`src/design/i2crm_pkg.sv`:
```
// i2crm_pkg: types and constants shared by the i2c register master
// used by the front queue, the bus sequencer, the top level and the checker
package i2crm_pkg;

    localparam logic [1:0] KIND_TICK  = 2'd0;
    localparam logic [1:0] KIND_LOAD  = 2'd1;
    localparam logic [1:0] KIND_WRITE = 2'd2;
    localparam logic [1:0] KIND_READ  = 2'd3;

    localparam logic [2:0] STAT_OK        = 3'd0;
    localparam logic [2:0] STAT_BUS_BUSY  = 3'd1;
    localparam logic [2:0] STAT_BUS_ERR   = 3'd2;
    localparam logic [2:0] STAT_ADDR_NACK = 3'd3;
    localparam logic [2:0] STAT_DATA_NACK = 3'd4;

    localparam logic [15:0] DELAY_RESET = 16'd5;
    localparam logic [7:0]  ADDR_MASK   = 8'hFE;
    localparam logic [7:0]  ADDR_RD_BIT = 8'h01;

    typedef enum logic [4:0] {
        PH_IDLE, PH_ST1, PH_ST2, PH_ST3,
        PH_TXA, PH_TXB, PH_TXC,
        PH_WAA, PH_WAB, PH_WAC,
        PH_RXA, PH_RXB,
        PH_AKA, PH_AKB, PH_AKC, PH_AKD,
        PH_SPA, PH_SPB, PH_SPC, PH_SPD
    } t_phase;

    typedef enum logic [2:0] {
        STG_ADDR, STG_REG, STG_DATA, STG_RSTART, STG_RADDR
    } t_stage;

    typedef struct packed {
        logic [1:0] kind;
        logic       sda_in;
        logic [7:0] device_address;
        logic [7:0] register_address;
        logic [4:0] byte_count;
        logic [7:0] write_byte;
    } t_in_word;

    typedef struct packed {
        logic       scl_out;
        logic       sda_out;
        logic       busy_res;
        logic       read_valid;
        logic [7:0] read_data;
        logic       done_res;
        logic [2:0] status;
    } t_out_word;

    typedef struct packed {
        logic is_tick;
        logic is_load;
        logic is_start;
        logic is_read;
    } t_cmd;

    typedef struct packed {
        t_cmd     cmd;
        t_in_word word;
    } t_queue_entry;

    typedef struct packed {
        logic         valid;
        t_queue_entry entry;
    } t_front;

endpackage

```
`src/design/i2crm_front.sv`:
```
// i2crm_front: input side, classifies each word and holds it in a two-entry queue
// depends on i2crm_pkg
module i2crm_front
    import i2crm_pkg::*;
(
    input  logic     i_clk,
    input  logic     i_rst_n,
    input  logic     i_in_valid,
    output logic     o_in_stall,
    input  t_in_word i_in_word,
    output t_front   o_front,
    input  logic     i_pop
);

    t_queue_entry r_q [2];
    logic         r_wr_ptr;
    logic         r_rd_ptr;
    logic [1:0]   r_count;
    logic         push;
    t_cmd         cmd;

    assign o_in_stall = (r_count == 2'd2);
    assign push       = i_in_valid && !o_in_stall;

    always_comb begin
        cmd.is_tick  = (i_in_word.kind == KIND_TICK);
        cmd.is_load  = (i_in_word.kind == KIND_LOAD);
        cmd.is_start = (i_in_word.kind == KIND_WRITE) || (i_in_word.kind == KIND_READ);
        cmd.is_read  = (i_in_word.kind == KIND_READ);
    end

    always_ff @(posedge i_clk) begin
        if (push) begin
            r_q[r_wr_ptr] <= '{cmd: cmd, word: i_in_word};
        end
    end

    always_ff @(posedge i_clk) begin
        if (!i_rst_n) begin
            r_wr_ptr <= 1'b0;
            r_rd_ptr <= 1'b0;
            r_count  <= 2'd0;
        end else begin
            if (push) begin
                r_wr_ptr <= !r_wr_ptr;
            end
            if (i_pop) begin
                r_rd_ptr <= !r_rd_ptr;
            end
            r_count <= r_count + {1'b0, push} - {1'b0, i_pop};
        end
    end

    assign o_front.valid = (r_count != 2'd0);
    assign o_front.entry = r_q[r_rd_ptr];

endmodule

```
`src/design/i2crm_seq.sv`:
```
// i2crm_seq: bus sequencer, write buffer, delay register and result register
// depends on i2crm_pkg, fed by i2crm_front
module i2crm_seq
    import i2crm_pkg::*;
#(
    parameter int MAX_BYTES = 16
) (
    input  logic        i_clk,
    input  logic        i_rst_n,
    input  t_front      i_front,
    output logic        o_pop,
    output logic        o_out_valid,
    input  logic        i_out_stall,
    output t_out_word   o_out_word,
    input  logic        i_cfg_wr_en,
    input  logic [15:0] i_cfg_wr_data
);

    localparam int CW   = $clog2(MAX_BYTES + 1);
    localparam int AW   = (MAX_BYTES > 1) ? $clog2(MAX_BYTES) : 1;
    localparam int CMPW = (CW > 5) ? CW : 5;

    logic [7:0]    r_mem [MAX_BYTES];
    logic [7:0]    r_rdata;
    logic [15:0]   r_delay_ticks;

    t_phase        r_phase,     n_phase;
    logic [15:0]   r_delay_cnt, n_delay_cnt;
    logic [3:0]    r_bit_cnt,   n_bit_cnt;
    logic [7:0]    r_shift,     n_shift;
    logic [CW-1:0] r_byte_idx,  n_byte_idx;
    logic [CW-1:0] r_fill,      n_fill;
    logic [7:0]    r_addr,      n_addr;
    logic [7:0]    r_reg,       n_reg;
    logic [CW-1:0] r_count,     n_count;
    logic          r_read_mode, n_read_mode;
    logic          r_scl,       n_scl;
    logic          r_sda,       n_sda;
    t_stage        r_stage,     n_stage;
    logic [2:0]    r_end_stat,  n_end_stat;
    logic          r_out_valid;
    t_out_word     r_out;

    logic          step;
    logic          mem_we;
    logic [AW-1:0] rd_addr;
    logic [15:0]   dcnt_inc;
    logic [CW-1:0] idx_inc;
    logic [CMPW-1:0] cnt_ext;
    logic          ev_done;
    logic [2:0]    ev_status;
    logic          ev_got;
    logic [7:0]    ev_data;
    logic [3:0]    bit_inc;
    logic [7:0]    rx_byte;
    t_in_word      w;
    t_cmd          c;
    t_out_word     result;

    assign step  = i_front.valid && (!r_out_valid || !i_out_stall);
    assign o_pop = step;
    assign w     = i_front.entry.word;
    assign c     = i_front.entry.cmd;

    // next state
    always_comb begin
        n_phase     = r_phase;
        n_delay_cnt = r_delay_cnt;
        n_bit_cnt   = r_bit_cnt;
        n_shift     = r_shift;
        n_byte_idx  = r_byte_idx;
        n_fill      = r_fill;
        n_addr      = r_addr;
        n_reg       = r_reg;
        n_count     = r_count;
        n_read_mode = r_read_mode;
        n_scl       = r_scl;
        n_sda       = r_sda;
        n_stage     = r_stage;
        n_end_stat  = r_end_stat;
        mem_we      = 1'b0;
        ev_done     = 1'b0;
        ev_status   = STAT_OK;
        ev_got      = 1'b0;
        ev_data     = 8'd0;
        dcnt_inc    = r_delay_cnt + 16'd1;
        idx_inc     = r_byte_idx + CW'(1);
        bit_inc     = r_bit_cnt + 4'd1;
        rx_byte     = {r_shift[6:0], w.sda_in};
        cnt_ext     = CMPW'(w.byte_count);
        if (step) begin
            if (c.is_tick) begin
                if (r_phase != PH_IDLE) begin
                    n_delay_cnt = dcnt_inc;
                    if (dcnt_inc >= r_delay_ticks) begin
                        n_delay_cnt = 16'd0;
                        unique case (r_phase)
                            PH_ST1: begin
                                if (r_stage == STG_ADDR && !w.sda_in) begin
                                    n_phase   = PH_IDLE;
                                    ev_done   = 1'b1;
                                    ev_status = STAT_BUS_BUSY;
                                end else begin
                                    n_sda   = 1'b0;
                                    n_phase = PH_ST2;
                                end
                            end
                            PH_ST2: begin
                                if (r_stage == STG_ADDR && w.sda_in) begin
                                    n_phase   = PH_IDLE;
                                    ev_done   = 1'b1;
                                    ev_status = STAT_BUS_ERR;
                                end else begin
                                    n_sda   = 1'b0;
                                    n_phase = PH_ST3;
                                end
                            end
                            PH_ST3: begin
                                n_bit_cnt = 4'd0;
                                n_scl     = 1'b0;
                                n_phase   = PH_TXA;
                                if (r_stage == STG_RSTART) begin
                                    n_stage = STG_RADDR;
                                    n_shift = (r_addr & ADDR_MASK) | ADDR_RD_BIT;
                                end else begin
                                    n_shift = r_addr & ADDR_MASK;
                                end
                            end
                            PH_TXA: begin
                                n_sda   = r_shift[7];
                                n_shift = {r_shift[6:0], 1'b0};
                                n_phase = PH_TXB;
                            end
                            PH_TXB: begin
                                n_scl   = 1'b1;
                                n_phase = PH_TXC;
                            end
                            PH_TXC: begin
                                n_bit_cnt = bit_inc;
                                n_scl     = 1'b0;
                                n_phase   = (bit_inc < 4'd8) ? PH_TXA : PH_WAA;
                            end
                            PH_WAA: begin
                                n_sda   = 1'b1;
                                n_phase = PH_WAB;
                            end
                            PH_WAB: begin
                                n_scl   = 1'b1;
                                n_phase = PH_WAC;
                            end
                            PH_WAC: begin
                                n_scl = 1'b0;
                                unique case (r_stage)
                                    STG_ADDR: begin
                                        if (w.sda_in) begin
                                            n_end_stat = STAT_ADDR_NACK;
                                            n_phase    = PH_SPA;
                                        end else begin
                                            n_stage   = STG_REG;
                                            n_shift   = r_reg;
                                            n_bit_cnt = 4'd0;
                                            n_phase   = PH_TXA;
                                        end
                                    end
                                    STG_REG: begin
                                        if (r_read_mode) begin
                                            n_stage = STG_RSTART;
                                            n_sda   = 1'b1;
                                            n_scl   = 1'b1;
                                            n_phase = PH_ST1;
                                        end else begin
                                            n_byte_idx = '0;
                                            if (r_count != '0) begin
                                                n_stage   = STG_DATA;
                                                n_shift   = r_rdata;
                                                n_bit_cnt = 4'd0;
                                                n_phase   = PH_TXA;
                                            end else begin
                                                n_end_stat = STAT_OK;
                                                n_phase    = PH_SPA;
                                            end
                                        end
                                    end
                                    STG_DATA: begin
                                        if (w.sda_in) begin
                                            n_end_stat = STAT_DATA_NACK;
                                            n_phase    = PH_SPA;
                                        end else begin
                                            n_byte_idx = idx_inc;
                                            if (idx_inc < r_count) begin
                                                n_shift   = r_rdata;
                                                n_bit_cnt = 4'd0;
                                                n_phase   = PH_TXA;
                                            end else begin
                                                n_end_stat = STAT_OK;
                                                n_phase    = PH_SPA;
                                            end
                                        end
                                    end
                                    default: begin
                                        n_byte_idx = '0;
                                        if (r_count != '0) begin
                                            n_sda     = 1'b1;
                                            n_shift   = 8'd0;
                                            n_bit_cnt = 4'd0;
                                            n_phase   = PH_RXA;
                                        end else begin
                                            n_end_stat = STAT_OK;
                                            n_phase    = PH_SPA;
                                        end
                                    end
                                endcase
                            end
                            PH_RXA: begin
                                n_scl   = 1'b1;
                                n_phase = PH_RXB;
                            end
                            PH_RXB: begin
                                n_shift   = rx_byte;
                                n_bit_cnt = bit_inc;
                                n_scl     = 1'b0;
                                if (bit_inc < 4'd8) begin
                                    n_phase = PH_RXA;
                                end else begin
                                    ev_got  = 1'b1;
                                    ev_data = rx_byte;
                                    n_phase = PH_AKA;
                                end
                            end
                            PH_AKA: begin
                                n_sda   = ({1'b0, r_byte_idx} + (CW+1)'(1)) >= {1'b0, r_count};
                                n_phase = PH_AKB;
                            end
                            PH_AKB: begin
                                n_scl   = 1'b1;
                                n_phase = PH_AKC;
                            end
                            PH_AKC: begin
                                n_scl   = 1'b0;
                                n_phase = PH_AKD;
                            end
                            PH_AKD: begin
                                n_byte_idx = idx_inc;
                                if (idx_inc < r_count) begin
                                    n_sda     = 1'b1;
                                    n_shift   = 8'd0;
                                    n_bit_cnt = 4'd0;
                                    n_phase   = PH_RXA;
                                end else begin
                                    n_end_stat = STAT_OK;
                                    n_phase    = PH_SPA;
                                end
                            end
                            PH_SPA: begin
                                n_sda   = 1'b0;
                                n_phase = PH_SPB;
                            end
                            PH_SPB: begin
                                n_scl   = 1'b1;
                                n_phase = PH_SPC;
                            end
                            PH_SPC: begin
                                n_sda   = 1'b1;
                                n_phase = PH_SPD;
                            end
                            PH_SPD: begin
                                n_phase   = PH_IDLE;
                                ev_done   = 1'b1;
                                ev_status = r_end_stat;
                            end
                            default: begin
                                n_phase = PH_IDLE;
                                ev_done = 1'b1;
                            end
                        endcase
                        // entering stop always drops scl first
                        if (n_phase == PH_SPA && r_phase != PH_SPA) begin
                            n_scl = 1'b0;
                        end
                    end
                end
            end else if (r_phase == PH_IDLE) begin
                if (c.is_load) begin
                    if (r_fill < CW'(MAX_BYTES)) begin
                        mem_we = 1'b1;
                        n_fill = r_fill + CW'(1);
                    end
                end else if (c.is_start) begin
                    n_addr      = w.device_address & ADDR_MASK;
                    n_reg       = w.register_address;
                    n_byte_idx  = '0;
                    n_bit_cnt   = 4'd0;
                    n_read_mode = c.is_read;
                    if (c.is_read) begin
                        n_count = (cnt_ext < CMPW'(MAX_BYTES)) ? CW'(cnt_ext)
                                                               : CW'(MAX_BYTES);
                    end else begin
                        n_count = (cnt_ext < CMPW'(r_fill)) ? CW'(cnt_ext) : r_fill;
                        n_fill  = '0;
                    end
                    n_stage     = STG_ADDR;
                    n_sda       = 1'b1;
                    n_scl       = 1'b1;
                    n_delay_cnt = 16'd0;
                    n_phase     = PH_ST1;
                end
            end
        end
    end

    // result word
    always_comb begin
        result.scl_out    = n_scl;
        result.sda_out    = n_sda;
        result.busy_res   = (n_phase != PH_IDLE);
        result.read_valid = ev_got;
        result.read_data  = ev_data;
        result.done_res   = ev_done;
        result.status     = ev_status;
    end

    // prefetch of the next byte to send
    assign rd_addr = (n_stage == STG_DATA) ? AW'(n_byte_idx + CW'(1)) : '0;

    always_ff @(posedge i_clk) begin
        if (mem_we) begin
            r_mem[AW'(r_fill)] <= w.write_byte;
        end
        r_rdata <= r_mem[rd_addr];
    end

    always_ff @(posedge i_clk) begin
        if (step) begin
            r_out <= result;
        end
    end

    always_ff @(posedge i_clk) begin
        if (!i_rst_n) begin
            r_delay_ticks <= DELAY_RESET;
            r_phase       <= PH_IDLE;
            r_delay_cnt   <= 16'd0;
            r_bit_cnt     <= 4'd0;
            r_shift       <= 8'd0;
            r_byte_idx    <= '0;
            r_fill        <= '0;
            r_addr        <= 8'd0;
            r_reg         <= 8'd0;
            r_count       <= '0;
            r_read_mode   <= 1'b0;
            r_scl         <= 1'b1;
            r_sda         <= 1'b1;
            r_stage       <= STG_ADDR;
            r_end_stat    <= STAT_OK;
            r_out_valid   <= 1'b0;
        end else begin
            if (i_cfg_wr_en) begin
                r_delay_ticks <= i_cfg_wr_data;
            end
            r_phase     <= n_phase;
            r_delay_cnt <= n_delay_cnt;
            r_bit_cnt   <= n_bit_cnt;
            r_shift     <= n_shift;
            r_byte_idx  <= n_byte_idx;
            r_fill      <= n_fill;
            r_addr      <= n_addr;
            r_reg       <= n_reg;
            r_count     <= n_count;
            r_read_mode <= n_read_mode;
            r_scl       <= n_scl;
            r_sda       <= n_sda;
            r_stage     <= n_stage;
            r_end_stat  <= n_end_stat;
            if (step) begin
                r_out_valid <= 1'b1;
            end else if (!i_out_stall) begin
                r_out_valid <= 1'b0;
            end
        end
    end

    assign o_out_valid = r_out_valid;
    assign o_out_word  = r_out;

endmodule

```
`src/design/i2c_register_master_unit.sv`:
```
// channel   direction  handshake                  word
// input     in         i_in_valid / o_in_stall    t_in_word  (tick, load, write, read)
// result    out        o_out_valid / i_out_stall  t_out_word (line drive, data, status)
// config    in         i_cfg_wr_en                i_cfg_wr_data (delay_ticks)
//
// one word per cycle sustained while the result is not stalled; each word passes from input to result
// through the two-entry input queue, then through the sequencer into the result register
// one result per input word, in order
// synchronous active-low reset: bus lines released, delay_ticks back to 5, queues empty
// a stalled result holds and the input queue keeps taking words until it is full
// depends on i2crm_pkg, i2crm_front, i2crm_seq
module i2c_register_master_unit
    import i2crm_pkg::*;
#(
    parameter int MAX_BYTES = 16
) (
    input  logic        i_clk,
    input  logic        i_rst_n,
    input  logic        i_in_valid,
    output logic        o_in_stall,
    input  t_in_word    i_in_word,
    output logic        o_out_valid,
    input  logic        i_out_stall,
    output t_out_word   o_out_word,
    input  logic        i_cfg_wr_en,
    input  logic [15:0] i_cfg_wr_data
);

    t_front front;
    logic   pop;

    i2crm_front u_front (
        .i_clk      (i_clk),
        .i_rst_n    (i_rst_n),
        .i_in_valid (i_in_valid),
        .o_in_stall (o_in_stall),
        .i_in_word  (i_in_word),
        .o_front    (front),
        .i_pop      (pop)
    );

    i2crm_seq #(
        .MAX_BYTES (MAX_BYTES)
    ) u_seq (
        .i_clk         (i_clk),
        .i_rst_n       (i_rst_n),
        .i_front       (front),
        .o_pop         (pop),
        .o_out_valid   (o_out_valid),
        .i_out_stall   (i_out_stall),
        .o_out_word    (o_out_word),
        .i_cfg_wr_en   (i_cfg_wr_en),
        .i_cfg_wr_data (i_cfg_wr_data)
    );

endmodule

```
`config.mk`:
```
export PLATFORM = sky130hd
export DESIGN_NAME = i2c_register_master_unit
export DESIGN_NICKNAME = d
export VERILOG_FILES = /design/src/design/i2crm_pkg.sv /design/src/design/i2crm_front.sv /design/src/design/i2crm_seq.sv /design/src/design/i2c_register_master_unit.sv
export SDC_FILE = /design/constraint.sdc
export NUM_CORES = 1
export LEC_CHECK = 0
export BUFFER_PORTS_ARGS = -buffer_cell sky130_fd_sc_hd__buf_2
export CORE_AREA = 2 2 131 184
export CTS_CLUSTER_DIAMETER = 200
export DETAILED_ROUTE_END_ITERATION = 10
export DIE_AREA = 0 0 133 186
export PLACE_DENSITY = 0.83
export RECOVER_POWER = 100
export SLEW_MARGIN = 25
export SYNTH_ARGS = -nofsm -noshare
export SYNTH_HDL_FRONTEND = slang
export SYNTH_HIERARCHICAL = 1
export SYNTH_SLANG_ARGS = --single-unit
```
`constraint.sdc`:
```
create_clock -name i_clk -period 8.2 [get_ports i_clk]
set_input_delay 0.82 -clock i_clk [delete_from_list [all_inputs] [get_ports i_clk]]
set_output_delay 0.82 -clock i_clk [all_outputs]
set_load 0.01 [all_outputs]
```
---- Word-level counts from Yosys, hierarchy flattened ----
Memory sizes are Yosys's and may differ from the RTL's. A register that Yosys moved wholly into a read port is not among the register bits.
Cells that the tools add are included.
storage, ports and cells
  flip-flop bits (word level) ............. 109
  latch bits .............................. 0
  memory bits (writable) .................. 200
  ROM bits ................................ 0
  input port bits ......................... 53
  output and inout bits ................... 18
  logic and storage cells ................. 272
  memories ................................ 2
operators by class
  $add $sub $neg .......................... 8
  multiply operators ...................... 0
  div/mod/pow operators ................... 0
  order comparisons ....................... 7
  equal/unequal tests ..................... 47
  shifts and indexed selects .............. 0
  mux-type cells .......................... 137
  bitwise logic cells ..................... 5
  reduce and logical (&&, ||, !) cells .... 40
memory list
  name         depth  width  read ports  clocked after memory_dff  wr ports  line               text
  u_seq.r_mem  16     8      1           1                         1         i2crm_seq.sv:23    logic [7:0] r_mem [MAX_BYTES];
  u_front.r_q  2      36     1           1                         1         i2crm_front.sv:15  t_queue_entry r_q [2];
operator list
  kind                                            count
  2-to-1 mux 5 bit                                34
  2-to-1 mux 16 bit                               6
  one-hot mux 5 bit (18 select lines)             1
  2-to-1 mux 8 bit                                7
  2-to-1 mux 3 bit                                17
  2-to-1 mux 4 bit                                12
  == test 5 x 4 -> 1 bit (second input constant)  8
  2-to-1 mux 1 bit                                40
  one-hot mux 8 bit (5 select lines)              1
  one-hot mux 5 bit (3 select lines)              2
  == test 5 bit (second input constant)           5
  one-hot mux 8 bit (3 select lines)              1
  == test 5 x 3 -> 1 bit (second input constant)  4
  nonzero test 5 bit                              4
  one-hot mux 3 bit (2 select lines)              3
  one-hot mux 3 bit (3 select lines)              2
  adder 16 x 1 -> 16 bit (second input constant)  1
  >= comparator 16 bit                            1
  one-hot mux 4 bit (4 select lines)              1
  OR reduction 16 bit                             1
  != test 2 x 1 -> 1 bit (second input constant)  6
  != test 4 bit (second input constant)           3
  one-hot mux 4 bit (3 select lines)              1
  AND reduction 12 bit                            1
  other kinds (43)                                82

---- Logic depth before layout (Yosys ltp) ----
Gate-level depths: netlist of run 1.
  depth in word-level cells ............... 17
  gate-level depth with buffers ........... 25
  gate-level depth less buffers ........... 23

---- Hierarchy ----
Netlist of run 1, hierarchy kept.
modules (own cells, without submodules)
  module       instances  cells an instance  area an instance (µm²)  seq. area each (µm²)
  i2crm_seq    1          1123               11800.1                 6266.0
  i2crm_front  1          142                3000.4                  2262.2

---- Worst setup path after synthesis of run 1 ----
OpenSTA, ideal clock, no wires.
  kind .................................... flip-flop to flip-flop
  from .................................... register u_seq.r_delay_cnt[0]
  to ...................................... register u_seq.r_rdata[3] (read register of u_seq.r_mem)
  library setup time ...................... 0.119 ns
  data arrival time ....................... 4.855 ns
  slack ................................... 3.226 ns
  cell stages (with the launch flop) ...... 26
  buffers on the path ..................... 3
  period minus slack after synthesis ...... 4.974 ns
  path through ............................ dfxtp_1 -> ha_1 -> nand3_1 -> nor2_1 -> and3_1 -> and3_1 -> and3_1 -> and3_1 -> xor2_1 -> ha_1 -> a21o_1 -> a211oi_1 -> nor2_1 -> nand3_1 -> nor2b_2 -> a22oi_2 -> inv_2 -> buf_2 -> ha_1 -> inv_1 -> or3_1 -> clkbuf_1 -> clkbuf_1 -> o22ai_1 -> mux2i_1 -> o221a_1
on the way
  cells in the longest elaborated chain, start to end .. 8
  elaborated cells on any way between the ends .. 13
RTL lines
  item                      line              text
  start: declaration        i2crm_seq.sv:28   logic [15:0] r_delay_cnt, n_delay_cnt;
  start signal: assignment  i2crm_seq.sv:361  r_delay_cnt <= n_delay_cnt;
  adder 16 x 1 -> 16 bit    i2crm_seq.sv:86   dcnt_inc = r_delay_cnt + 16'd1;
  >= comparator 16 bit      i2crm_seq.sv:95   if (dcnt_inc >= r_delay_ticks) begin
  2-to-1 mux 5 bit          i2crm_seq.sv:95
  2-to-1 mux 5 bit          i2crm_seq.sv:93   if (r_phase != PH_IDLE) begin
  2-to-1 mux 5 bit          i2crm_seq.sv:92   if (c.is_tick) begin
  2-to-1 mux 5 bit          i2crm_seq.sv:91   if (step) begin
  via u_seq.n_byte_idx[0]   i2crm_seq.sv:31   logic [CW-1:0] r_byte_idx, n_byte_idx;
  adder 4 x 1 -> 4 bit      i2crm_seq.sv:323  assign rd_addr = (n_stage == STG_DATA) ? AW'(n_byte_idx + CW'(1)) : '0;
  2-to-1 mux 4 bit          i2crm_seq.sv:323
  end: declaration          i2crm_seq.sv:24   logic [7:0] r_rdata;
The timed path passes the listed nets, and every way through them passes these cells.
A chain may end at the register's enable or synchronous reset.

---- Worst setup path in the final report of run 1 ----
  from .................................... register u_seq.r_delay_cnt[0]
  to ...................................... register u_seq.r_rdata[3] (read register of u_seq.r_mem)
on the way
  cells in the longest elaborated chain, start to end .. 8
  elaborated cells on any way between the ends .. 13
RTL lines
  item                                                                   line
  adder 16 x 1 -> 16 bit (*)                                             i2crm_seq.sv:86
  >= comparator 16 bit (*)                                               i2crm_seq.sv:95
  2-to-1 mux 5 bit / 2-to-1 mux 3 bit (equally long branches)            i2crm_seq.sv:95
  2-to-1 mux 5 bit / 2-to-1 mux 3 bit (equally long branches)            i2crm_seq.sv:93
  2-to-1 mux 5 bit / 2-to-1 mux 3 bit (equally long branches)            i2crm_seq.sv:92
  2-to-1 mux 5 bit / 2-to-1 mux 3 bit (equally long branches)            i2crm_seq.sv:91
  adder 4 x 1 -> 4 bit / == test 3 x 2 -> 1 bit (equally long branches)  i2crm_seq.sv:323
  2-to-1 mux 4 bit (*)                                                   i2crm_seq.sv:323
Mark *: on every way between the ends. The rest lies on a longest branch, timed or not.

==> flow_summary.html, run 1 <==
<table>
<tr><th>Metric</th><th>Value</th></tr>
<tr><th colspan="2">Final layout</th></tr>
<tr><td>Post-Layout Cell Count</td><td>1630</td></tr>
<tr><td>Regs by FF count</td><td>u_seq/r_mem: 128 flops, u_front/r_q: 66 flops</td></tr>
<tr><td>Multi-input gate area</td><td>0.00566 sq mm</td></tr>
<tr><td>Biggest register</td><td>u_seq/r_mem</td></tr>
<tr><td># diodes</td><td>0</td></tr>
<tr><td>Final Util</td><td>68.8%</td></tr>
<tr><td>Layout Nets</td><td>1394</td></tr>
<tr><td>Fillers</td><td>1594</td></tr>
<tr><td>Area added between synthesis and finish</td><td>8.68%</td></tr>
<tr><td>Area taken by flip-flops and latches</td><td>0.00835 sq mm</td></tr>
<tr><td>Max FFs per register</td><td>128</td></tr>
<tr><td>Fraction of layout cells with a size suffix above 1</td><td>12.4%</td></tr>
<tr><th colspan="2">Timing</th></tr>
<tr><td>Final Hold Fails</td><td>0</td></tr>
<tr><td>Setup repair after global routing missed its margin</td><td>no</td></tr>
<tr><td>Final clock skew</td><td>10.8 ps</td></tr>
<tr><td>Fin. max-slew vios</td><td>181</td></tr>
<tr><td>Crit share post-route</td><td>83.8%</td></tr>
<tr><td>Setup violations, final</td><td>0</td></tr>
<tr><td>Highest clock rate</td><td>0.146 GHz</td></tr>
<tr><td>Setup Total Neg Slack</td><td>0 ps</td></tr>
<tr><td>Least-Margin Pin Slew</td><td>3630 ps</td></tr>
<tr><td>Clock period minus final worst setup slack</td><td>6870 ps</td></tr>
<tr><td>Max-slew headroom at the worst pin</td><td>-142%</td></tr>
<tr><th colspan="2">GRT</th></tr>
<tr><td>Met2 Resource Use GR</td><td>48.1%</td></tr>
<tr><td>Met3 Use GR</td><td>3.10%</td></tr>
<tr><td>Combined global-route utilization of all metal layers</td><td>26.0%</td></tr>
<tr><td>Global-route wire length before repair</td><td>50600 microns</td></tr>
<tr><td>Peak-usage layer in the global routing report</td><td>met2</td></tr>
<tr><td>Remaining global-route overflow</td><td>0</td></tr>
<tr><td>Vias in the first global route</td><td>9777</td></tr>
<tr><td>Largest net degree at the start of global routing</td><td>79</td></tr>
<tr><td>Met1 Resource Use GR</td><td>29.9%</td></tr>
<tr><td>Number of antenna violations at the first check in global routing</td><td>0</td></tr>
<tr><th colspan="2">Detailed routing</th></tr>
<tr><td>Vias after detailed routing</td><td>9932</td></tr>
<tr><td>DR vias/cell</td><td>6.09</td></tr>
<tr><td>Remaining design rule violation count</td><td>0</td></tr>
<tr><td>Drt wl/cell</td><td>19.5 microns</td></tr>
<tr><td>Detailed Routing Iterations Pass 1</td><td>6</td></tr>
<tr><td>Detail Route Antenna Nets</td><td>0</td></tr>
<tr><td>Routed WL</td><td>31800 microns</td></tr>
<tr><td>Number of design-rule violations left by the first detailed-router iteration</td><td>978</td></tr>
<tr><th colspan="2">Pwr</th></tr>
<tr><td>Power Internal</td><td>2820 uW</td></tr>
<tr><td>Maximum VDD drop</td><td>0.250 mV</td></tr>
<tr><td>Cell leakage power</td><td>0.00541 uW</td></tr>
<tr><td>Relative contribution of the clock network to total power</td><td>31.8%</td></tr>
<tr><td>Sequential Power Share</td><td>49.8%</td></tr>
<tr><td>Post-layout total power</td><td>3900 uW</td></tr>
<tr><td>Comb pwr share</td><td>18.4%</td></tr>
<tr><td>Power spent charging and discharging nets</td><td>1080 uW</td></tr>
<tr><td>Share of total power consumed by net switching</td><td>27.6%</td></tr>
<tr><td>Power per cell area</td><td>246 mW/mm^2</td></tr>
<tr><th colspan="2">CTS</th></tr>
<tr><td>Worst-skew pair later-pin latency</td><td>560 ps</td></tr>
<tr><td>Total setup buffers inserted after CTS</td><td>0</td></tr>
<tr><td>Clock sink count</td><td>312</td></tr>
<tr><td>Clock edge transition at the registers on the reported setup and hold paths</td><td>70 ps</td></tr>
<tr><td>CTS tree</td><td>done</td></tr>
<tr><td>Post-CTS Resized</td><td>0</td></tr>
<tr><td>Number of hold buffers added after CTS</td><td>0</td></tr>
<tr><td>Root buffer selected by CTS</td><td>sky130_fd_sc_hd__clkbuf_16</td></tr>
<tr><td># H-tree levels</td><td>1</td></tr>
<tr><td>TritonCTS buffer count</td><td>29</td></tr>
<tr><td>Maximum buffer depth of the clock tree</td><td>3</td></tr>
<tr><th colspan="2">Critical path</th></tr>
<tr><td>Critical Path End Type</td><td>register</td></tr>
<tr><td>Crit path max fanout</td><td>35</td></tr>
<tr><td>Critical path class</td><td>reg -&gt; reg</td></tr>
<tr><td>End of the worst register-to-register path</td><td>u_seq/r_rdata[3]</td></tr>
<tr><td>Startpoint type of the worst setup path</td><td>register</td></tr>
<tr><td>Signal arrival time at the worst endpoint</td><td>7360 ps</td></tr>
<tr><td>Req. time, crit path</td><td>8690 ps</td></tr>
<tr><td>Cell count of the worst reg-to-reg path</td><td>23</td></tr>
<tr><td>Worst R2R Start</td><td>u_seq/r_delay_cnt[0]</td></tr>
<tr><td>Reg-to-reg setup timing slack</td><td>1330 ps</td></tr>
<tr><th colspan="2">Yosys</th></tr>
<tr><td>Post-Syn Nets</td><td>1347</td></tr>
<tr><td>Gate count after technology mapping</td><td>1256</td></tr>
<tr><td>Mean instance size in the synthesized netlist</td><td>11.6 sq um</td></tr>
<tr><td>Total standard cell area after synthesis</td><td>0.0146 sq mm</td></tr>
<tr><td>Yosys warning total</td><td>6</td></tr>
<tr><th colspan="2">Min path</th></tr>
<tr><td>Sink of the worst hold path</td><td>u_front/r_q[1][10]</td></tr>
<tr><td>Number of stages on the worst hold path</td><td>1</td></tr>
<tr><td>Worst min-delay path startpoint</td><td>i_in_word[10]</td></tr>
<tr><td>Path class of the lowest-slack min-delay path</td><td>in -&gt; reg</td></tr>
<tr><th colspan="2">Placement</th></tr>
<tr><td>GPL Wtd Cong</td><td>0.938</td></tr>
<tr><td>HPWL after detailed placement</td><td>21700 microns</td></tr>
<tr><td>Count of buffers inserted at the top-level ports</td><td>69</td></tr>
<tr><td>Placed cells</td><td>1578</td></tr>
<tr><th colspan="2">Floorplanning</th></tr>
<tr><td>Number of ports placed on the die boundary</td><td>71</td></tr>
<tr><td>Die Span X</td><td>133 microns</td></tr>
<tr><td>Die height</td><td>186 microns</td></tr>
<tr><td>Cell Rows</td><td>66</td></tr>
<tr><td>Std-Cell Core Area</td><td>0.0230 sq mm</td></tr>
<tr><td>Effective utilization at floorplan</td><td>63.3%</td></tr>
<tr><td>Overall die area</td><td>0.0247 sq mm</td></tr>
<tr><th colspan="2">Run status</th></tr>
<tr><td>Failing checks</td><td>max-capacitance violations, max-slew violations</td></tr>
<tr><td>Run status</td><td>finished, violations left</td></tr>
<tr><th colspan="2">Flow run</th></tr>
<tr><td>Maxcap violations</td><td>4</td></tr>
</table>
-- metrics by stage --
step           area [sq um]  worst slack [ps]  hold slack [ps]
3_5_place_dp          15100              1820              447
2_1_floorplan         14600              3230              436
3_3_place_gp          15100              1810              443
4_1_cts               16000              1790              427
6_report              15800              1330              448
5_1_grt               15800               663              434
-- metal layers --
layer	vias to the layer above	share of wire (%)
li1	4705	-
met1	4756	37
met2	374	52
met3	97	5.8
met4	0	5.0
met5	-	0
-- critical path, cell delays in order, from the launching register on --
cell and delay [ps]:
sky130_fd_sc_hd__dfxtp_1 410, sky130_fd_sc_hd__nand3_1 140, sky130_fd_sc_hd__nor2_1 210, sky130_fd_sc_hd__and3_1 220
sky130_fd_sc_hd__and3_1 240, sky130_fd_sc_hd__and3_1 270, sky130_fd_sc_hd__and3_1 220, sky130_fd_sc_hd__nand3_1 100
sky130_fd_sc_hd__xnor2_1 280, sky130_fd_sc_hd__ha_1 350, sky130_fd_sc_hd__o2111a_1 140, sky130_fd_sc_hd__a211oi_1 510
sky130_fd_sc_hd__nor2_1 180, sky130_fd_sc_hd__nand3_1 150, sky130_fd_sc_hd__nor2b_1 80, sky130_fd_sc_hd__a22oi_1 400
sky130_fd_sc_hd__inv_2 430, sky130_fd_sc_hd__ha_1 450, sky130_fd_sc_hd__inv_1 70, sky130_fd_sc_hd__a211oi_2 980
sky130_fd_sc_hd__buf_4 380, sky130_fd_sc_hd__o22ai_1 120, sky130_fd_sc_hd__mux2i_1 230, sky130_fd_sc_hd__o221a_1 230
-- worst max-delay path by stage --
stage                                    start          endpoint  slack (ps)
final                     u_seq/r_delay_cnt[0]  u_seq/r_rdata[3]        1330
after global routing      u_seq/r_delay_cnt[0]  u_seq/r_rdata[3]         660
after CTS                 u_seq/r_delay_cnt[0]  u_seq/r_rdata[3]        1790
after detailed placement  u_seq/r_delay_cnt[0]  u_seq/r_rdata[5]        1820
after global placement    u_seq/r_delay_cnt[0]  u_seq/r_rdata[3]        1810
after floorplan           u_seq/r_delay_cnt[0]  u_seq/r_rdata[3]        3230
-- power by group through the flow --
stage	sequential [uW]	clock, uW	combinational, uW
4_1_cts	1940	1260	741
3_3_place_gp	1960	0	719
3_5_place_dp	1970	0	738
6_report	1940	1240	719
2_1_floorplan	1970	0	525
5_1_grt	1950	1320	792
-- layout make-up --
cell class / instances / share of cell area (%)
Clock buffer: 37 / 4.77
Clock inverter: 15 / 0.734
Inverter: 47 / 1.11
Multi-Input combinational cell: 827 / 35.7
Sequential cell: 312 / 52.7
Tap cell: 306 / 2.42
Timing Repair Buffer: 86 / 2.53
-- cells in the final DEF, fill, tap and decap left out, drive strengths merged, types with 29 or more instances in the layout --
master	count
clkbuf	81
o21ai	43
inv	47
o22ai	29
nor2	110
dfxtp	102
a21oi	72
ha	38
buf	42
mux2	66
edfxtp	210
mux2i	62
nand2	130
(Power assumes the default switching activity.)
==> run 2, diff against run 1 <==
- CORE_AREA: 2 2 131 184 -> 2 2 141 198
- DIE_AREA: 0 0 133 186 -> 0 0 143 200
- PLACE_DENSITY: 0.83 -> 0.76
- clock period: 8.2 -> 5.69 ns (I/O delays scaled with it)
==> run 2 against run 1 <==
The flow still finishes with violations (max-capacitance violations, max-slew violations). Fmax increased by 29%. Combinational power increased by 42%. Via count increased by 0.46%. Utilization decreased by 7.8 points. Setup slack got worse by 950 ps. Critical path depth increased by 2. Die area increased by 16%. Clock power increased by 84%. Total power increased by 57%. Clock-buffer cell count decreased by 4. Critical endpoint is now u_seq/r_rdata[4].
==> flow_summary.html, run 2 (synthesis results as in run 1) <==
<table>
<tr><th>Metric</th><th>Value</th></tr>
<tr><th colspan="2">Critical path</th></tr>
<tr><td>Startpoint type of the worst setup path</td><td>register</td></tr>
<tr><td>Crit path max fanout</td><td>10</td></tr>
<tr><td>Critical Path End Type</td><td>register</td></tr>
<tr><td>Critical path origin</td><td>u_seq/r_delay_cnt[0]</td></tr>
<tr><td>Worst R2R Start</td><td>u_seq/r_delay_cnt[0]</td></tr>
<tr><td>Signal arrival time at the worst endpoint</td><td>5780 ps</td></tr>
<tr><td>End of the worst register-to-register path</td><td>u_seq/r_rdata[4]</td></tr>
<tr><td>Critical path class</td><td>reg -&gt; reg</td></tr>
<tr><td>Reg-to-reg setup timing slack</td><td>380 ps</td></tr>
<tr><td>Cell count of the worst reg-to-reg path</td><td>25</td></tr>
<tr><td>Req. time, crit path</td><td>6150 ps</td></tr>
<tr><th colspan="2">CTS</th></tr>
<tr><td># H-tree levels</td><td>1</td></tr>
<tr><td>Maximum buffer depth of the clock tree</td><td>3</td></tr>
<tr><td>Worst-skew pair later-pin latency</td><td>570 ps</td></tr>
<tr><td>CTS tree</td><td>done</td></tr>
<tr><td>Clock sink count</td><td>312</td></tr>
<tr><td>Root buffer selected by CTS</td><td>sky130_fd_sc_hd__clkbuf_16</td></tr>
<tr><td>Clock edge transition at the registers on the reported setup and hold paths</td><td>60 ps</td></tr>
<tr><td>Number of hold buffers added after CTS</td><td>0</td></tr>
<tr><td>TritonCTS buffer count</td><td>30</td></tr>
<tr><th colspan="2">Run status</th></tr>
<tr><td>Run status</td><td>finished, violations left</td></tr>
<tr><td>Failing checks</td><td>max-capacitance violations, max-slew violations</td></tr>
<tr><th colspan="2">Final layout</th></tr>
<tr><td>Biggest register</td><td>u_seq/r_mem</td></tr>
<tr><td>Leading cell type in the layout, fill and taps excluded</td><td>sky130_fd_sc_hd__edfxtp_1</td></tr>
<tr><td>Area added between synthesis and finish</td><td>11.9%</td></tr>
<tr><td># diodes</td><td>0</td></tr>
<tr><td>Fraction of layout cells with a size suffix above 1</td><td>14.2%</td></tr>
<tr><td>Layout Nets</td><td>1405</td></tr>
<tr><td>Max FFs per register</td><td>128</td></tr>
<tr><td>Most frequent cells in the layout</td><td>210 x sky130_fd_sc_hd__edfxtp_1, 130 x sky130_fd_sc_hd__nand2_1, 107 x sky130_fd_sc_hd__nor2_1</td></tr>
<tr><td>Regs by FF count</td><td>u_seq/r_mem: 128 flops, u_front/r_q: 66 flops</td></tr>
<tr><th colspan="2">Placement</th></tr>
<tr><td>Count of buffers inserted at the top-level ports</td><td>69</td></tr>
<tr><td>Post-Place Worst Slack</td><td>119 ps</td></tr>
<tr><td>GPL Wtd Cong</td><td>0.943</td></tr>
<tr><td>HPWL after detailed placement</td><td>21800 microns</td></tr>
<tr><th colspan="2">Pwr</th></tr>
<tr><td>Share of total power consumed by net switching</td><td>26.7%</td></tr>
<tr><td>Sequential Power Share</td><td>46.0%</td></tr>
<tr><td>Post-layout total power</td><td>6110 uW</td></tr>
<tr><td>Relative contribution of the clock network to total power</td><td>37.2%</td></tr>
<tr><td>Power Internal</td><td>4480 uW</td></tr>
<tr><td>Cell leakage power</td><td>0.00561 uW</td></tr>
<tr><td>Power spent charging and discharging nets</td><td>1630 uW</td></tr>
<tr><td>Power per cell area</td><td>375 mW/mm^2</td></tr>
<tr><td>Maximum VDD drop</td><td>0.408 mV</td></tr>
<tr><td>Comb pwr share</td><td>16.7%</td></tr>
<tr><th colspan="2">GRT</th></tr>
<tr><td>Combined global-route utilization of all metal layers</td><td>22.5%</td></tr>
<tr><td>Remaining global-route overflow</td><td>0</td></tr>
<tr><td>Largest net degree at the start of global routing</td><td>46</td></tr>
<tr><td>Number of antenna violations at the first check in global routing</td><td>0</td></tr>
<tr><td>Vias in the first global route</td><td>9661</td></tr>
<tr><td>Global-route wire length before repair</td><td>50400 microns</td></tr>
<tr><th colspan="2">Timing</th></tr>
<tr><td>Crit share post-route</td><td>93.4%</td></tr>
<tr><td>Setup violations, final</td><td>0</td></tr>
<tr><td>PnR worst setup slack</td><td>377 ps</td></tr>
<tr><td>Final clock skew</td><td>22.2 ps</td></tr>
<tr><td>Max-slew headroom at the worst pin</td><td>-38.0%</td></tr>
<tr><td>Least-Margin Pin Slew</td><td>2070 ps</td></tr>
<tr><td>Fin. max-slew vios</td><td>143</td></tr>
<tr><td>Final Hold Fails</td><td>0</td></tr>
<tr><td>Highest clock rate</td><td>0.188 GHz</td></tr>
<tr><td>Clock period minus final worst setup slack</td><td>5310 ps</td></tr>
<tr><th colspan="2">Floorplanning</th></tr>
<tr><td>Number of ports placed on the die boundary</td><td>71</td></tr>
<tr><td>Die height</td><td>200 microns</td></tr>
<tr><td>Cell Rows</td><td>71</td></tr>
<tr><td>Effective utilization at floorplan</td><td>54.5%</td></tr>
<tr><td>Die Span X</td><td>143 microns</td></tr>
<tr><td>Overall die area</td><td>0.0286 sq mm</td></tr>
<tr><td>Std-Cell Core Area</td><td>0.0267 sq mm</td></tr>
<tr><th colspan="2">Detailed routing</th></tr>
<tr><td>Vias after detailed routing</td><td>9978</td></tr>
<tr><td>Drt wl/cell</td><td>19.3 microns</td></tr>
<tr><td>Routed WL</td><td>32900 microns</td></tr>
<tr><td>DR vias/cell</td><td>5.86</td></tr>
<tr><td>Detail Route Antenna Nets</td><td>0</td></tr>
<tr><td>Remaining design rule violation count</td><td>0</td></tr>
<tr><td>Number of design-rule violations left by the first detailed-router iteration</td><td>726</td></tr>
<tr><td>Detailed Routing Iterations Pass 1</td><td>5</td></tr>
<tr><th colspan="2">Min path</th></tr>
<tr><td>Path class of the lowest-slack min-delay path</td><td>in -&gt; reg</td></tr>
<tr><td>Sink of the worst hold path</td><td>u_front/r_q[0][9]</td></tr>
<tr><td>Worst min-delay path startpoint</td><td>i_in_word[9]</td></tr>
<tr><td>Number of stages on the worst hold path</td><td>1</td></tr>
<tr><th colspan="2">Flow run</th></tr>
<tr><td>Maxcap violations</td><td>4</td></tr>
</table>
[run 2: changes by cell type in the layout (fill, tap and decap cells not counted), moves of 4 or more]
cell,previous run,this run
sky130_fd_sc_hd__and2_1,7,17
sky130_fd_sc_hd__buf_4,6,15
sky130_fd_sc_hd__clkinv_2,1,5
sky130_fd_sc_hd__clkbuf_1,52,46
sky130_fd_sc_hd__clkinv_1,7,0
sky130_fd_sc_hd__and2_0,13,3
sky130_fd_sc_hd__bufinv_16,1,9
sky130_fd_sc_hd__mux2_1,14,18
sky130_fd_sc_hd__mux2_4,20,15
[run 2: how the worst max path moves through the flow]
stage | end | cells after the start
3_5_place_dp | u_seq/r_rdata[7] | 24
3_3_place_gp | u_seq/r_rdata[5] | 23
4_1_cts | u_seq/r_rdata[7] | 24
2_1_floorplan | u_seq/r_rdata[3] | 25
5_1_grt | u_seq/r_rdata[1] | 25
6_report | u_seq/r_rdata[4] | 25
[run 2: per-layer routing]
metal  part of all wire (%)  track usage, %  vias up
li1                       -               -     4744
met1                     38            25.2     4796
met2                     54            43.0      346
met3                    4.6            2.62       92
met4                    3.9            8.91        0
met5                      0               0        -
[run 2: critical path, stage by stage, from the launching register on]
cell and delay, ps:
sky130_fd_sc_hd__dfxtp_1 410, sky130_fd_sc_hd__nand3_1 180, sky130_fd_sc_hd__nor2_1 190, sky130_fd_sc_hd__and3_1 220
sky130_fd_sc_hd__and3_1 240, sky130_fd_sc_hd__and3_1 270, sky130_fd_sc_hd__and3_1 210, sky130_fd_sc_hd__nand3_1 100
sky130_fd_sc_hd__xnor2_1 160, sky130_fd_sc_hd__ha_1 400, sky130_fd_sc_hd__o2111a_1 260, sky130_fd_sc_hd__a211oi_4 80
sky130_fd_sc_hd__nor2_2 170, sky130_fd_sc_hd__and4_1 250, sky130_fd_sc_hd__a21oi_1 120, sky130_fd_sc_hd__a22oi_2 240
sky130_fd_sc_hd__inv_1 80, sky130_fd_sc_hd__ha_1 180, sky130_fd_sc_hd__inv_1 70, sky130_fd_sc_hd__a21oi_1 60
sky130_fd_sc_hd__nor4b_4 350, sky130_fd_sc_hd__buf_4 190, sky130_fd_sc_hd__buf_6 170, sky130_fd_sc_hd__mux2i_1 220
sky130_fd_sc_hd__mux2i_1 120, sky130_fd_sc_hd__o221a_1 260
[run 2: final cells by class]
| class | count | area, sq um |
|---|---|---|
| multi-input cells | 827 | 5670 |
| repair buffers | 96 | 494 |
| clock inverters | 23 | 385 |
| fillers | 2116 | 10400 |
| inverters | 47 | 176 |
| well taps | 365 | 457 |
| flip-flops and latches | 312 | 8350 |
| clock buffers | 33 | 782 |
[run 2: stage by stage]
step | hold WS (ps) | TNS, ps | cell area, sq um | cells | utilization (%)
3_5_place_dp | 446 | 0 | 15200 | 1639 | 56.8
2_1_floorplan | 436 | 0 | 14600 | 1256 | -
3_3_place_gp | 444 | 0 | 15200 | 1639 | 56.8
5_1_grt | 161 | -55.2 | 16300 | 1703 | 61.0
4_1_cts | 166 | 0 | 16400 | 1695 | 61.2
6_report | 186 | 0 | 16300 | 1703 | 61.0
[run 2: power groups by stage]
stage          Combinational [uW]  Clock (uW)  Sequential, uW
2_1_floorplan                 756           0            2840
3_3_place_gp                 1040           0            2840
3_5_place_dp                 1060           0            2850
4_1_cts                      1070        2320            2800
5_1_grt                      1120        2410            2830
6_report                     1020        2280            2810
[run 2: what timing repair did]
action,CTS,global route
endpoints found under the setup margin,0,8
endpoints found under the hold margin,0,0
setup buffers,0,6
gates resized for setup,0,7
